**src/rtl/arp_pkg.sv**
```systemverilog
// Package for the note arpeggiator: codes, state encoding and the
// command/status bundles that join the controller and the datapath.
// No dependencies.
package arp_pkg;

  localparam int unsigned DataW  = 32;
  localparam int unsigned CfgIdxW = 3;
  localparam int unsigned NoteInW = 7;
  localparam int unsigned NoteOutW = 8;

  localparam logic [1:0] OP_TICK  = 2'd0;
  localparam logic [1:0] OP_NOTE  = 2'd1;
  localparam logic [1:0] OP_CLEAR = 2'd2;

  localparam logic [2:0] MODE_UP     = 3'd0;
  localparam logic [2:0] MODE_DOWN   = 3'd1;
  localparam logic [2:0] MODE_UPDOWN = 3'd2;
  localparam logic [2:0] MODE_RANDOM = 3'd3;
  localparam logic [2:0] MODE_STRUM  = 3'd4;
  localparam logic [2:0] MODE_HOLD   = 3'd5;

  localparam logic [CfgIdxW-1:0] CFG_MODE    = 3'd0;
  localparam logic [CfgIdxW-1:0] CFG_SPAN    = 3'd1;
  localparam logic [CfgIdxW-1:0] CFG_RESTART = 3'd2;
  localparam logic [CfgIdxW-1:0] CFG_INC     = 3'd3;
  localparam logic [CfgIdxW-1:0] CFG_SYNC    = 3'd4;

  localparam logic [NoteOutW-1:0] SEMITONES = 8'd12;
  localparam logic [15:0] LFSR_SEED = 16'hACE1;

  typedef enum logic [2:0] {
    ST_IDLE,
    ST_INS_RD,
    ST_INS_CMP,
    ST_DIV,
    ST_MAP,
    ST_OCT,
    ST_OUT
  } arp_state_e;

  typedef struct packed {
    logic accept;
    logic ins_rd;
    logic ins_put;
    logic ins_cmp;
    logic div_step;
    logic map;
    logic oct_step;
    logic rd;
    logic out_load;
  } arp_cmd_t;

  typedef struct packed {
    logic need_ins;
    logic need_emit;
    logic pos_zero;
    logic ins_shift;
    logic div_last;
    logic oct_done;
    logic out_free;
  } arp_status_t;

endpackage

```
**src/rtl/arp_if.sv**
```systemverilog
// Channel interfaces of the note arpeggiator: input requests, results and
// configuration writes. Depends on arp_pkg.
interface arp_in_if
  import arp_pkg::*;
();
  logic               valid;
  logic               ready;
  logic [1:0]         operation;
  logic [NoteInW-1:0] note_in;
  logic               chord_last;
  modport source (output valid, output operation, output note_in, output chord_last,
                  input ready);
  modport sink (input valid, input operation, input note_in, input chord_last,
                output ready);
endinterface

interface arp_out_if
  import arp_pkg::*;
();
  logic                valid;
  logic                ready;
  logic [NoteOutW-1:0] note_out;
  modport source (output valid, output note_out, input ready);
  modport sink (input valid, input note_out, output ready);
endinterface

interface arp_cfg_if
  import arp_pkg::*;
();
  logic               valid;
  logic               ready;
  logic [CfgIdxW-1:0] index;
  logic [DataW-1:0]   data;
  modport source (output valid, output index, output data, input ready);
  modport sink (input valid, input index, input data, output ready);
endinterface

```
**src/rtl/note_arpeggiator.sv**
```systemverilog
// Note arpeggiator. Requests are handled one at a time. A tick that does not
// complete a step, a chord clear, or a chord note into a full store is finished
// when it is accepted. A chord note makes one memory read and one
// compare-and-write for each stored note it moves past, then a write when it
// lands at the bottom of the store or a read and a compare-and-write when a
// compare stops it. A tick that completes a step is accepted, then passes the
// bit-serial remainder unit that reduces the step count (or the LFSR value) by
// the pattern length, a map step, the octave split, one chord memory read, and
// the load of the output register, which waits while an earlier result is still
// held. A finished result sits in that register, so the next request is taken
// while it waits. No clearing pass.
module note_arpeggiator
  import arp_pkg::*;
#(
  parameter int unsigned MAX_NOTES   = 16,
  parameter int unsigned MAX_OCTAVES = 4
) (
  input  logic      clk_i,
  input  logic      rst_ni,
  arp_cfg_if.sink   cfg_i,
  arp_in_if.sink    in_i,
  arp_out_if.source out_o
);

  arp_cmd_t    cmd;
  arp_status_t st;

  arp_ctrl u_ctrl (
    .clk_i      (clk_i),
    .rst_ni     (rst_ni),
    .in_valid_i (in_i.valid),
    .in_ready_o (in_i.ready),
    .st_i       (st),
    .cmd_o      (cmd)
  );

  arp_dp #(
    .MAX_NOTES   (MAX_NOTES),
    .MAX_OCTAVES (MAX_OCTAVES)
  ) u_dp (
    .clk_i        (clk_i),
    .rst_ni       (rst_ni),
    .cfg_i        (cfg_i),
    .operation_i  (in_i.operation),
    .note_in_i    (in_i.note_in),
    .chord_last_i (in_i.chord_last),
    .out_o        (out_o),
    .cmd_i        (cmd),
    .st_o         (st)
  );

`ifndef SYNTH
  // A result is never loaded over one that has not been taken.
  assert property (@(posedge clk_i) disable iff (!rst_ni)
    cmd.out_load |-> (!out_o.valid || out_o.ready))
    else $error("result overwritten");

  // A request that starts a chord insertion or a step emission blocks the next one.
  assert property (@(posedge clk_i) disable iff (!rst_ni)
    (in_i.valid && in_i.ready && (st.need_ins || st.need_emit)) |=> !in_i.ready)
    else $error("request taken while busy");

  // A result appears only after the controller loads one.
  assert property (@(posedge clk_i) disable iff (!rst_ni)
    $rose(out_o.valid) |-> $past(cmd.out_load))
    else $error("result without load");
`endif

endmodule

```
**src/rtl/arp_ctrl.sv**
```systemverilog
// Controller state machine of the note arpeggiator: sequences insertion,
// the remainder unit, octave split and result load. Depends on arp_pkg.
module arp_ctrl
  import arp_pkg::*;
(
  input  logic        clk_i,
  input  logic        rst_ni,
  input  logic        in_valid_i,
  output logic        in_ready_o,
  input  arp_status_t st_i,
  output arp_cmd_t    cmd_o
);

  arp_state_e state_q, state_d;

  always_ff @(posedge clk_i or negedge rst_ni) begin
    if (!rst_ni) begin
      state_q <= ST_IDLE;
    end else begin
      state_q <= state_d;
    end
  end

  always_comb begin
    state_d    = state_q;
    cmd_o      = '0;
    in_ready_o = 1'b0;
    case (state_q)
      ST_IDLE: begin
        in_ready_o   = 1'b1;
        cmd_o.accept = in_valid_i;
        if (in_valid_i) begin
          if (st_i.need_ins) begin
            state_d = ST_INS_RD;
          end else if (st_i.need_emit) begin
            state_d = ST_DIV;
          end
        end
      end
      ST_INS_RD: begin
        if (st_i.pos_zero) begin
          cmd_o.ins_put = 1'b1;
          state_d       = ST_IDLE;
        end else begin
          cmd_o.ins_rd = 1'b1;
          state_d      = ST_INS_CMP;
        end
      end
      ST_INS_CMP: begin
        cmd_o.ins_cmp = 1'b1;
        state_d       = st_i.ins_shift ? ST_INS_RD : ST_IDLE;
      end
      ST_DIV: begin
        cmd_o.div_step = 1'b1;
        if (st_i.div_last) begin
          state_d = ST_MAP;
        end
      end
      ST_MAP: begin
        cmd_o.map = 1'b1;
        state_d   = ST_OCT;
      end
      ST_OCT: begin
        if (st_i.oct_done) begin
          cmd_o.rd = 1'b1;
          state_d  = ST_OUT;
        end else begin
          cmd_o.oct_step = 1'b1;
        end
      end
      ST_OUT: begin
        if (st_i.out_free) begin
          cmd_o.out_load = 1'b1;
          state_d        = ST_IDLE;
        end
      end
      default: begin
        state_d = ST_IDLE;
      end
    endcase
  end

endmodule

```
**src/rtl/arp_dp.sv**
```systemverilog
// Datapath of the note arpeggiator: configuration registers, chord memory,
// phase accumulator, LFSR, bit-serial remainder unit and result register.
// Depends on arp_pkg and arp_if.
module arp_dp
  import arp_pkg::*;
#(
  parameter int unsigned MAX_NOTES   = 16,
  parameter int unsigned MAX_OCTAVES = 4
) (
  input  logic               clk_i,
  input  logic               rst_ni,
  arp_cfg_if.sink            cfg_i,
  input  logic [1:0]         operation_i,
  input  logic [NoteInW-1:0] note_in_i,
  input  logic               chord_last_i,
  arp_out_if.source          out_o,
  input  arp_cmd_t           cmd_i,
  output arp_status_t        st_o
);

  localparam int unsigned IdxW = (MAX_NOTES > 1) ? $clog2(MAX_NOTES) : 1;
  localparam int unsigned CntW = $clog2(MAX_NOTES + 1);
  localparam int unsigned DvrW = $clog2(2 * MAX_NOTES * MAX_OCTAVES);
  localparam int unsigned OctW = (MAX_OCTAVES > 1) ? $clog2(MAX_OCTAVES) : 1;

  // Configuration.
  logic [2:0]       mode_q;
  logic [2:0]       span_q;
  logic             restart_q;
  logic [DataW-1:0] inc_q;
  logic [1:0]       sync_q;

  // Arpeggiator state.
  logic [CntW-1:0]    count_q;
  logic               open_q;
  logic [DataW-1:0]   step_q;
  logic [DataW-1:0]   phase_q;
  logic [15:0]        lfsr_q;
  logic [CntW-1:0]    pos_q;
  logic [NoteInW-1:0] note_q;

  // Remainder unit and mapping.
  logic [DataW-1:0] dvd_q;
  logic [DvrW-1:0]  dvr_q;
  logic [DvrW-1:0]  rem_q;
  logic [DvrW-1:0]  uplen_q;
  logic [4:0]       dcnt_q;
  logic [DvrW-1:0]  j_q;
  logic [OctW-1:0]  oct_q;

  logic [NoteInW-1:0] mem [MAX_NOTES];
  logic [NoteInW-1:0] rd_q;

  logic                out_valid_q;
  logic [NoteOutW-1:0] note_out_q;

  // Combinational helpers.
  logic [CntW-1:0]  eff_cnt;
  logic             active;
  logic [DataW:0]   sum;
  logic [DataW-1:0] inc;
  logic             lfsr_bit;
  logic [15:0]      lfsr_n;
  logic [DvrW-1:0]  span_c;
  logic [DvrW-1:0]  n_c;
  logic [DvrW-1:0]  uplen_c;
  logic [DvrW-1:0]  dvr_c;
  logic [DvrW:0]    rem_sh;
  logic [DvrW-1:0]  rem_n;
  logic [DvrW-1:0]  j_c;
  logic             accept_note;

  assign cfg_i.ready = 1'b1;

  always_comb begin
    if (span_q == 3'd0) begin
      span_c = DvrW'(1);
    end else if ({1'b0, span_q} > 4'(MAX_OCTAVES)) begin
      span_c = DvrW'(MAX_OCTAVES);
    end else begin
      span_c = DvrW'(span_q);
    end
  end

  assign n_c      = DvrW'(count_q);
  assign uplen_c  = DvrW'(n_c * span_c);
  assign eff_cnt  = open_q ? count_q : '0;
  assign active   = (count_q != '0) && (mode_q < MODE_HOLD);
  assign inc      = inc_q >> sync_q;
  assign sum      = {1'b0, phase_q} + {1'b0, inc};
  assign lfsr_bit = lfsr_q[0] ^ lfsr_q[2] ^ lfsr_q[3] ^ lfsr_q[5];
  assign lfsr_n   = {lfsr_bit, lfsr_q[15:1]};
  assign accept_note = cmd_i.accept && (operation_i == OP_NOTE);

  always_comb begin
    case (mode_q)
      MODE_UP, MODE_DOWN: dvr_c = uplen_c;
      MODE_UPDOWN: dvr_c = (span_c == DvrW'(1)) ? uplen_c : DvrW'((uplen_c << 1) - n_c);
      default: dvr_c = n_c;
    endcase
  end

  assign rem_sh = {rem_q, dvd_q[DataW-1]};
  assign rem_n  = (rem_sh >= {1'b0, dvr_q}) ? DvrW'(rem_sh - {1'b0, dvr_q}) : DvrW'(rem_sh);

  // Descending sections read the pattern backwards from the period end.
  always_comb begin
    case (mode_q)
      MODE_DOWN: j_c = dvr_q - DvrW'(1) - rem_q;
      MODE_UPDOWN: j_c = (rem_q < uplen_q) ? rem_q : dvr_q - DvrW'(1) - rem_q;
      default: j_c = rem_q;
    endcase
  end

  assign st_o.need_ins  = (operation_i == OP_NOTE) && (eff_cnt < CntW'(MAX_NOTES));
  assign st_o.need_emit = (operation_i == OP_TICK) && active && sum[DataW];
  assign st_o.pos_zero  = (pos_q == '0);
  assign st_o.ins_shift = (rd_q > note_q);
  assign st_o.div_last  = (dcnt_q == 5'd31);
  assign st_o.oct_done  = (j_q < n_c);
  assign st_o.out_free  = !out_valid_q || out_o.ready;

  always_ff @(posedge clk_i or negedge rst_ni) begin
    if (!rst_ni) begin
      mode_q    <= MODE_UP;
      span_q    <= 3'd1;
      restart_q <= 1'b0;
      inc_q     <= '0;
      sync_q    <= '0;
    end else if (cfg_i.valid) begin
      case (cfg_i.index)
        CFG_MODE:    mode_q    <= cfg_i.data[2:0];
        CFG_SPAN:    span_q    <= cfg_i.data[2:0];
        CFG_RESTART: restart_q <= cfg_i.data[0];
        CFG_INC:     inc_q     <= cfg_i.data;
        CFG_SYNC:    sync_q    <= cfg_i.data[1:0];
        default: ;
      endcase
    end
  end

  always_ff @(posedge clk_i or negedge rst_ni) begin
    if (!rst_ni) begin
      count_q     <= '0;
      open_q      <= 1'b0;
      step_q      <= '0;
      phase_q     <= '0;
      lfsr_q      <= LFSR_SEED;
      out_valid_q <= 1'b0;
    end else begin
      if (cmd_i.accept) begin
        case (operation_i)
          OP_NOTE: begin
            count_q <= eff_cnt;
            open_q  <= !chord_last_i;
            if (chord_last_i && restart_q) begin
              step_q  <= '0;
              phase_q <= '0;
            end
          end
          OP_CLEAR: begin
            count_q <= '0;
            open_q  <= 1'b0;
            if (restart_q) begin
              step_q  <= '0;
              phase_q <= '0;
            end
          end
          OP_TICK: begin
            if (active) begin
              phase_q <= sum[DataW-1:0];
              if (sum[DataW]) begin
                step_q <= step_q + 1'b1;
                if (mode_q == MODE_RANDOM) begin
                  lfsr_q <= lfsr_n;
                end
              end
            end
          end
          default: ;
        endcase
      end
      if (cmd_i.ins_put || (cmd_i.ins_cmp && !st_o.ins_shift)) begin
        count_q <= count_q + 1'b1;
      end
      if (cmd_i.out_load) begin
        out_valid_q <= 1'b1;
      end else if (out_o.ready) begin
        out_valid_q <= 1'b0;
      end
    end
  end

  // Payload registers.
  always_ff @(posedge clk_i) begin
    if (accept_note) begin
      pos_q  <= eff_cnt;
      note_q <= note_in_i;
    end
    if (cmd_i.ins_cmp && st_o.ins_shift) begin
      pos_q <= pos_q - 1'b1;
    end
    if (cmd_i.accept) begin
      dvd_q   <= (mode_q == MODE_RANDOM) ? DataW'(lfsr_n) : step_q + 1'b1;
      dvr_q   <= dvr_c;
      uplen_q <= uplen_c;
      rem_q   <= '0;
      dcnt_q  <= '0;
    end
    if (cmd_i.div_step) begin
      rem_q  <= rem_n;
      dvd_q  <= dvd_q << 1;
      dcnt_q <= dcnt_q + 1'b1;
    end
    if (cmd_i.map) begin
      j_q   <= j_c;
      oct_q <= '0;
    end
    if (cmd_i.oct_step) begin
      j_q   <= j_q - n_c;
      oct_q <= oct_q + 1'b1;
    end
    if (cmd_i.out_load) begin
      note_out_q <= NoteOutW'(rd_q) + NoteOutW'(NoteOutW'(oct_q) * SEMITONES);
    end
  end

  // Chord memory: one write and one registered read per cycle.
  always_ff @(posedge clk_i) begin
    if (cmd_i.ins_put || cmd_i.ins_cmp) begin
      mem[pos_q[IdxW-1:0]] <= (cmd_i.ins_cmp && st_o.ins_shift) ? rd_q : note_q;
    end
    if (cmd_i.ins_rd) begin
      rd_q <= mem[IdxW'(pos_q - 1'b1)];
    end else if (cmd_i.rd) begin
      rd_q <= mem[j_q[IdxW-1:0]];
    end
  end

  assign out_o.valid    = out_valid_q;
  assign out_o.note_out = note_out_q;

endmodule

```
**src/flat_wrapper.sv**
```systemverilog
// flat-port wrapper written by rule: the top's interface ports become plain ports
module note_arpeggiator_flat import arp_pkg::*;
#(
  parameter int unsigned MAX_NOTES   = 16,
  parameter int unsigned MAX_OCTAVES = 4
)
  (clk_i, rst_ni, cfg_i_valid, cfg_i_index, cfg_i_data, cfg_i_ready, in_i_valid, in_i_operation, in_i_note_in, in_i_chord_last, in_i_ready, out_o_valid, out_o_note_out, out_o_ready);
  arp_cfg_if cfg_i_i ();
  arp_in_if in_i_i ();
  arp_out_if out_o_i ();
  input  logic clk_i;
  input  logic rst_ni;
  input wire logic [$bits(cfg_i_i.valid)-1:0] cfg_i_valid;
  input wire logic [$bits(cfg_i_i.index)-1:0] cfg_i_index;
  input wire logic [$bits(cfg_i_i.data)-1:0] cfg_i_data;
  output wire logic [$bits(cfg_i_i.ready)-1:0] cfg_i_ready;
  input wire logic [$bits(in_i_i.valid)-1:0] in_i_valid;
  input wire logic [$bits(in_i_i.operation)-1:0] in_i_operation;
  input wire logic [$bits(in_i_i.note_in)-1:0] in_i_note_in;
  input wire logic [$bits(in_i_i.chord_last)-1:0] in_i_chord_last;
  output wire logic [$bits(in_i_i.ready)-1:0] in_i_ready;
  output wire logic [$bits(out_o_i.valid)-1:0] out_o_valid;
  output wire logic [$bits(out_o_i.note_out)-1:0] out_o_note_out;
  input wire logic [$bits(out_o_i.ready)-1:0] out_o_ready;
  assign cfg_i_i.valid = cfg_i_valid;
  assign cfg_i_i.index = cfg_i_index;
  assign cfg_i_i.data = cfg_i_data;
  assign cfg_i_ready = cfg_i_i.ready;
  assign in_i_i.valid = in_i_valid;
  assign in_i_i.operation = in_i_operation;
  assign in_i_i.note_in = in_i_note_in;
  assign in_i_i.chord_last = in_i_chord_last;
  assign in_i_ready = in_i_i.ready;
  assign out_o_valid = out_o_i.valid;
  assign out_o_note_out = out_o_i.note_out;
  assign out_o_i.ready = out_o_ready;
  note_arpeggiator #(.MAX_NOTES(MAX_NOTES), .MAX_OCTAVES(MAX_OCTAVES)) u_core (.clk_i(clk_i), .rst_ni(rst_ni), .cfg_i(cfg_i_i), .in_i(in_i_i), .out_o(out_o_i));
endmodule
```
**config.mk**
```make
export PLATFORM = sky130hd
export DESIGN_NAME = note_arpeggiator_flat
export DESIGN_NICKNAME = d
export VERILOG_FILES = /design/src/rtl/arp_pkg.sv /design/src/rtl/arp_if.sv /design/src/rtl/note_arpeggiator.sv /design/src/rtl/arp_ctrl.sv /design/src/rtl/arp_dp.sv /design/src/flat_wrapper.sv
export SDC_FILE = /design/constraint.sdc
export NUM_CORES = 1
export LEC_CHECK = 0
export ABC_AREA = 1
export BUFFER_PORTS_ARGS = -buffer_cell sky130_fd_sc_hd__buf_2
export CAP_MARGIN = 20
export CORE_MARGIN = 2
export CORE_UTILIZATION = 50
export CTS_CLUSTER_SIZE = 30
export DETAILED_ROUTE_END_ITERATION = 7
export PLACE_DENSITY_LB_ADDON = 0.3
export SLEW_MARGIN = 25
export SYNTH_ARGS = -nofsm -noshare
export SYNTH_HDL_FRONTEND = slang
export SYNTH_SLANG_ARGS = --single-unit
```
**constraint.sdc**
```tcl
create_clock -name clk_i -period 5.15 [get_ports clk_i]
set_clock_uncertainty 0.1 [all_clocks]
set_input_delay 0.2575 -clock clk_i [delete_from_list [all_inputs] [get_ports clk_i]]
set_output_delay 0.2575 -clock clk_i [all_outputs]
set_load 0.01 [all_outputs]
```
Word level (Yosys, flattened, before mapping)
Memory sizes are Yosys's and may differ from the RTL's. A register that Yosys moved wholly into a read port is not among the register bits.
Index checks and enable logic that the tools add are counted.
Widths: inputs -> output; s select.

word-level totals
  register bits after elaboration = 225
  memories kept = 1
  bits in writable memories = 112
  input port bits = 50
  output and inout bits = 11
  word-level logic and storage cells = 180

cells by class
  order comparisons = 7
  shifts and indexed selects = 1
  equality and inequality tests = 26
  add/subtract/negate cells = 12
  bitwise gates (word level) = 3
  reductions and logical operators = 42
  $mul = 2
  multiplexer cells = 62

memories
  memory           depth  bits a word  read ports  clocked after memory_dff  write ports  line          text
  u_core.u_dp.mem  16     7            2           1                         1            arp_dp.sv:51  logic [NoteInW-1:0] mem [MAX_NOTES];

operators by type and width
  cell                   number
  $mux 32                8
  $pmux 32 s3            2
  $mux 7                 11
  $mux 5                 7
  $add 32x32->33         1
  $add 32x1->32 const B  1
  $shr 32x2->32          1
  $pmux 7 s2             2
  $mux 3                 7
  $pmux 3 s7             1
  $eq 3x2->1 const B     6
  $mux 1                 16
  $reduce_and 5->1       3
  $reduce_and 2->1       7
  $reduce_bool 2->1      7
  $sub 7x5->7            2
  $sub 7x7->7            2
  $eq 3x3->1 const B     4
  $logic_not 3->1        4
  $add 5x1->5 const B    2
  $mux 2                 5
  $pmux 5 s2             1
  $eq 3x1->1 const B     3
  $add 7x6->8            1
  other kinds (31)       51

Depth between registers and ports, before layout
  depth after elaboration = 8
  gate-level depth with buffers = 21
  depth with buffers taken out = 20

Cells and area by module
A second synthesis with hierarchy kept.

unflattened totals
  cells, all modules = 2706
  area, all modules = 21400.5 sq um

modules (own cells, without submodules)
  module    cells each  times used  area each (sq um)  seq. area each (sq um)
  arp_dp    2657        1           21127.8            9470.3
  arp_ctrl  49          1           272.8              75.1

Worst setup path after synthesis
OpenSTA, ideal clock, no wires.

  path kind = reg-to-reg
  from = register u_core.u_dp.span_q[2]
  to = register u_core.u_dp.dvr_q[6], data pin
  data required time = 4.785 ns
  stages on the path, launching flop included = 17
  setup time = 0.265 ns
  arrival time = 3.018 ns
  slack = 1.767 ns
  period minus slack after synthesis = 3.383 ns
  path buffers = 1
  path through = dfrtp_1 clkbuf_1 inv_1 o21ai_0 nor2_1 ha_1 ha_1 ha_1 fa_1 ha_1 nand2_1 nand3_1 inv_1 nand2_1 nand3_1 nand3_1 o21ai_0

on the way
  word-level cells in the longest chain between the ends = 7
  elaborated cells between the ends (all ways) = 9
  those cells by class = add/sub (1); mul (1); order compare (1); eq/ne (1); mux (4); reduce/logical (1)

RTL lines
  item                        line           text
  start: declaration          arp_dp.sv:28   logic [2:0] span_q;
  start signal: assignment    arp_dp.sv:133  CFG_SPAN: span_q <= cfg_i.data[2:0];
  $gt 3x3->1                  arp_dp.sv:78   end else if ({1'b0, span_q} > 4'(MAX_OCTAVES)) begin
  $mux 3                      arp_dp.sv:78
  $mux 7 (*)                  arp_dp.sv:76   if (span_q == 3'd0) begin
  $mul 5x7->7 (*)             arp_dp.sv:86   assign uplen_c = DvrW'(n_c * span_c);
  via u_core.u_dp.uplen_c[3]  arp_dp.sv:66   logic [DvrW-1:0] uplen_c;
  $sub 7x5->7 (*)             arp_dp.sv:98   MODE_UPDOWN: dvr_c = (span_c == DvrW'(1)) ? uplen_c : DvrW'((uplen_c << 1) - n_c);
  $mux 7 (*)                  arp_dp.sv:98
  $pmux 7 s2 (*)              arp_dp.sv:96   case (mode_q)
  via u_core.u_dp.dvr_c[6]    arp_dp.sv:67   logic [DvrW-1:0] dvr_c;
  end signal: assignment      arp_dp.sv:205  dvr_q <= dvr_c;
  end: declaration            arp_dp.sv:44   logic [DvrW-1:0] dvr_q;

Mark *: on every way through the listed nets, which the timed path passes. The rest lies on a longest branch.
A chain may end at the register's enable or synchronous reset.

Final worst setup path
  from = register u_core.u_dp.span_q[1]
  to = register u_core.u_dp.dvr_q[6], data pin

on the way
  word-level cells in the longest chain between the ends = 7
  elaborated cells between the ends (all ways) = 9
  those cells by class = add/sub (1); mul (1); order compare (1); eq/ne (1); mux (4); reduce/logical (1)

RTL lines
  item                      line
  $gt 3x3->1                arp_dp.sv:78
  $mux 3                    arp_dp.sv:78
  $mux 7 (*)                arp_dp.sv:76
  $mul 5x7->7               arp_dp.sv:86
  $sub 7x5->7               arp_dp.sv:98
  $mux 7                    arp_dp.sv:98
  $pmux 7 s2 (*)            arp_dp.sv:96
  via u_core.u_dp.dvr_c[6]  arp_dp.sv:67

Marks and branches as above.

==> results.py <==
metrics = {
    "timing": {
        "tightest_slew_ps": 950,
        "hold_slack_ps": 129,
        "grt_setup_unrepaired": "false",
        "max_slew_margin_pct": 36.0,
        "fin_crit_ps": 3740,
        "setup_tns_ps": 0,
        "finalHoldViolCount": 0,
        "setup_viol": 0,
        "drv_slew": 0,
        "max_freq_ghz": 0.267,
        "post-route-period-util_pct": 72.6,
        "finalWorstSetupSlack_ps": 1410,
    },
    "placement": {
        "dp_hpwl_um": 37900,
        "dpl_cell_area_um2": 21600,
        "post-place-ws_ps": 1430,
        "port_buffers": 59,
        "place_congestion": 0.934,
        "place_inst": 3027,
    },
    "synthesis": {
        "avgSynthCellArea_um2": 8.34,
        "ys_ff_latch": 341,
        "async_flop_share_pct": 38.4,
        "synthTopCellsByArea": "edfxtp_1 29%, dfrtp_1 15%, nand2_1 11%, ha_1 6.2%, o21ai_0 5.6%",
        "synth_mux_area_share_pct": 2.49,
        "synthAdderAreaFrac_pct": 6.83,
        "synth_top_area_share_pct": 29.4,
        "synth_simple_gate_area_share_pct": 21.2,
        "synth_top_area_cell": "edfxtp_1",
        "yosysSeqAreaShare_pct": 45.6,
        "yosysMostFrequentCell": "nand2_1",
        "synth_top_family_by_area": "simple AND/OR/NAND/NOR gates",
        "synth_compound_area_share_pct": 14.2,
        "synth-xor-area-share_pct": 2.38,
        "syn_nets": 2667,
        "syn_inst": 2507,
        "synth-edff-count": 205,
        "ys.flop_type": "edfxtp_1",
        "synth_area_um2": 20900,
        "synth-warning-count": 0,
        "yosys-top-cells-count": "607 x nand2_1, 276 x inv_1, 234 x o21ai_0",
        "synth.distinct_cells": 61,
    },
    "min_path": {
        "hp-class": "input port to flip-flop",
    },
    "cts": {
        "cts_tree": "done",
        "clk_latency_ps": 570,
        "cts_buffer_depth": 3,
        "postCtsSetupBuffers": 0,
        "clk_pin_slew_ps": 60,
        "cts.htree.levels": 2,
        "numCtsBuffers": 38,
        "root_buffer": "clkbuf_16",
        "cts_sinks": 341,
    },
    "route": {
        "ant_nets": 0,
        "dr.pass1.iters": 6,
        "drt_iter0_drc": 1389,
        "drc": 0,
        "viasPerCell": 5.55,
        "num_vias": 17400,
        "routed_wire_length_per_instance_um": 16.9,
        "totalWireLength_um": 53200,
    },
    "critical_path": {
        "cp.arrival_ps": 3960,
        "endpoint_kind": "flip-flop",
        "criticalPathCategory": "flip-flop to flip-flop",
        "cp.required_ps": 5370,
        "worstPathMaxFanout": 6,
        "cp-start-kind": "flip-flop",
    },
    "pwr": {
        "power_mw": 11.7,
        "power_leakage_nw": 10.6,
        "powerDensity_nw_per_um2": 502,
        "peakVddDrop_mv": 0.305,
    },
    "floorplan": {
        "initial_core_util_pct": 51.0,
        "rows": 74,
        "core-area_um2": 41000,
        "die_x_um": 209,
        "ios": 61,
        "die_y_um": 209,
        "floorplan.die_area_um2": 43500,
    },
    "global_routing": {
        "met3_usage_pct": 3.32,
        "grt_pass1_wl_um": 86800,
        "gr-total-overflow": 0,
        "gr-usage-met1_pct": 32.9,
        "grt_max_degree": 102,
        "grtUsageTotal_pct": 24.7,
        "grt_most_used_layer": "met2",
        "antenna_found_initial": 0,
        "grt_pass1_vias": 16900,
        "grt_use_met2_pct": 41.6,
    },
    "cells_and_area": {
        "finalInstanceArea_um2": 23400,
        "instances_no_fill": 3143,
        "fin_nets": 2741,
        "fin_util_pct": 57.0,
        "antenna_cells": 0,
        "area_growth_pct": 11.7,
        "drive_gt1_share_pct": 9.38,
    },
    "run": {
        "max-cap-violations": 0,
    },
    "run_status": {
        "status": "completed",
    },
}
[critical path: stages (launching register included)]
cell	delay (ps)
dfrtp_1	380
inv_1	50
o21ai_0	560
nor2_1	140
fa_1	510
ha_1	300
ha_1	310
ha_1	320
or2_2	280
nand2_1	130
nand3_1	110
nand2_1	80
nand3_1	70
nand3_1	90
o21ai_0	70
[placed cells by master, fill, tap and decap left out, types with 20 or more instances in the layout]
cell type	netlist	routed
xor2_1	36	36
o21ai_0	234	227
dfrtp_1	122	122
inv_1	276	275
mux2_2	25	25
clkbuf_16	0	39
nand2_1	607	606
nor2_1	189	188
o211ai_1	58	58
nor3_1	30	30
dlygate4sd3_1	0	46
edfxtp_1	205	205
o21ai_1	18	24
nand2_2	20	20
buf_2	28	58
a21oi_1	145	145
ha_1	103	103
nand3_1	142	141
mux2i_1	24	24
[sequential cells by signal (all words and copies together), names as in the netlist, 7 cells and up, named ones only]
| register | cells |
|---|---|
| u_core.u_dp.dvr_q | 7 |
| u_core.u_dp.phase_q | 32 |
| u_core.u_dp.out_o.note_out | 8 |
| u_core.u_dp.rem_q | 7 |
| u_core.u_dp.lfsr_q | 16 |
| u_core.u_dp.uplen_q | 7 |
| u_core.u_dp.rd_q | 7 |
| u_core.u_dp.step_q | 32 |
| u_core.u_dp.note_q | 7 |
| u_core.u_dp.j_q | 7 |
| u_core.u_dp.dvd_q | 32 |
| u_core.u_dp.mem | 112 |
| u_core.u_dp.inc_q | 32 |
[cell type report]
type / instances / area, um^2
repair buffers: 122 / 890
inverters: 295 / 1110
fillers: 3602 / 17700
clock inverters: 17 / 173
well taps: 532 / 666
clock buffers: 53 / 1110
flip-flops and latches: 341 / 9550
multi-input cells: 1783 / 9870
[kinds of logic (layout without fill, tap and decap cells)]
kind of cell | after synthesis | in the layout
other | 1 | 1
XOR/XNOR | 56 | 56
multiplexers | 49 | 49
adder cells (fa/ha/maj) | 110 | 110
AND/OR/NAND/NOR | 1044 | 1044
AO/OA/AOI/OAI | 523 | 523
flip-flops | 341 | 341
buffers and inverters | 383 | 487
[timing repair]
item / in CTS / in global routing
hold buffers: 46 / 0
gates resized for setup: 0 / 0
endpoints found under the setup margin: 0 / 0
hold endpoints to repair: 128 / 0
[metal layers]
metal | wire length (um) | part of all wire [%]
met5 | 0 | 0
met4 | 1450 | 2.7
met3 | 3230 | 6.1
met2 | 25200 | 47
met1 | 23400 | 44
[path summary, 6_finish.rpt]
check	start	endpoint	slack [ps]	depth (start not counted)
worst max-delay path	u_core.u_dp.span_q[1]	u_core.u_dp.dvr_q[6]	1410	14
worst min-delay path	in_i_valid	u_core.u_dp.dvr_q[2]	130	3
worst max register to register	u_core.u_dp.span_q[1]	u_core.u_dp.dvr_q[6]	1410	14
worst min register to register	u_core.u_dp.lfsr_q[11]	u_core.u_dp.lfsr_q[10]	350	2
max in group asynchronous	rst_ni	u_core.u_dp.phase_q[31]	3610	3
min in group asynchronous	rst_ni	u_core.u_dp.phase_q[17]	220	2
[power by group]
group,internal (mW),switching (mW)
logic,1.67,3.23
clock network,1.62,1.15
registers,3.64,0.416
Power figures use the tool's default switching activity.
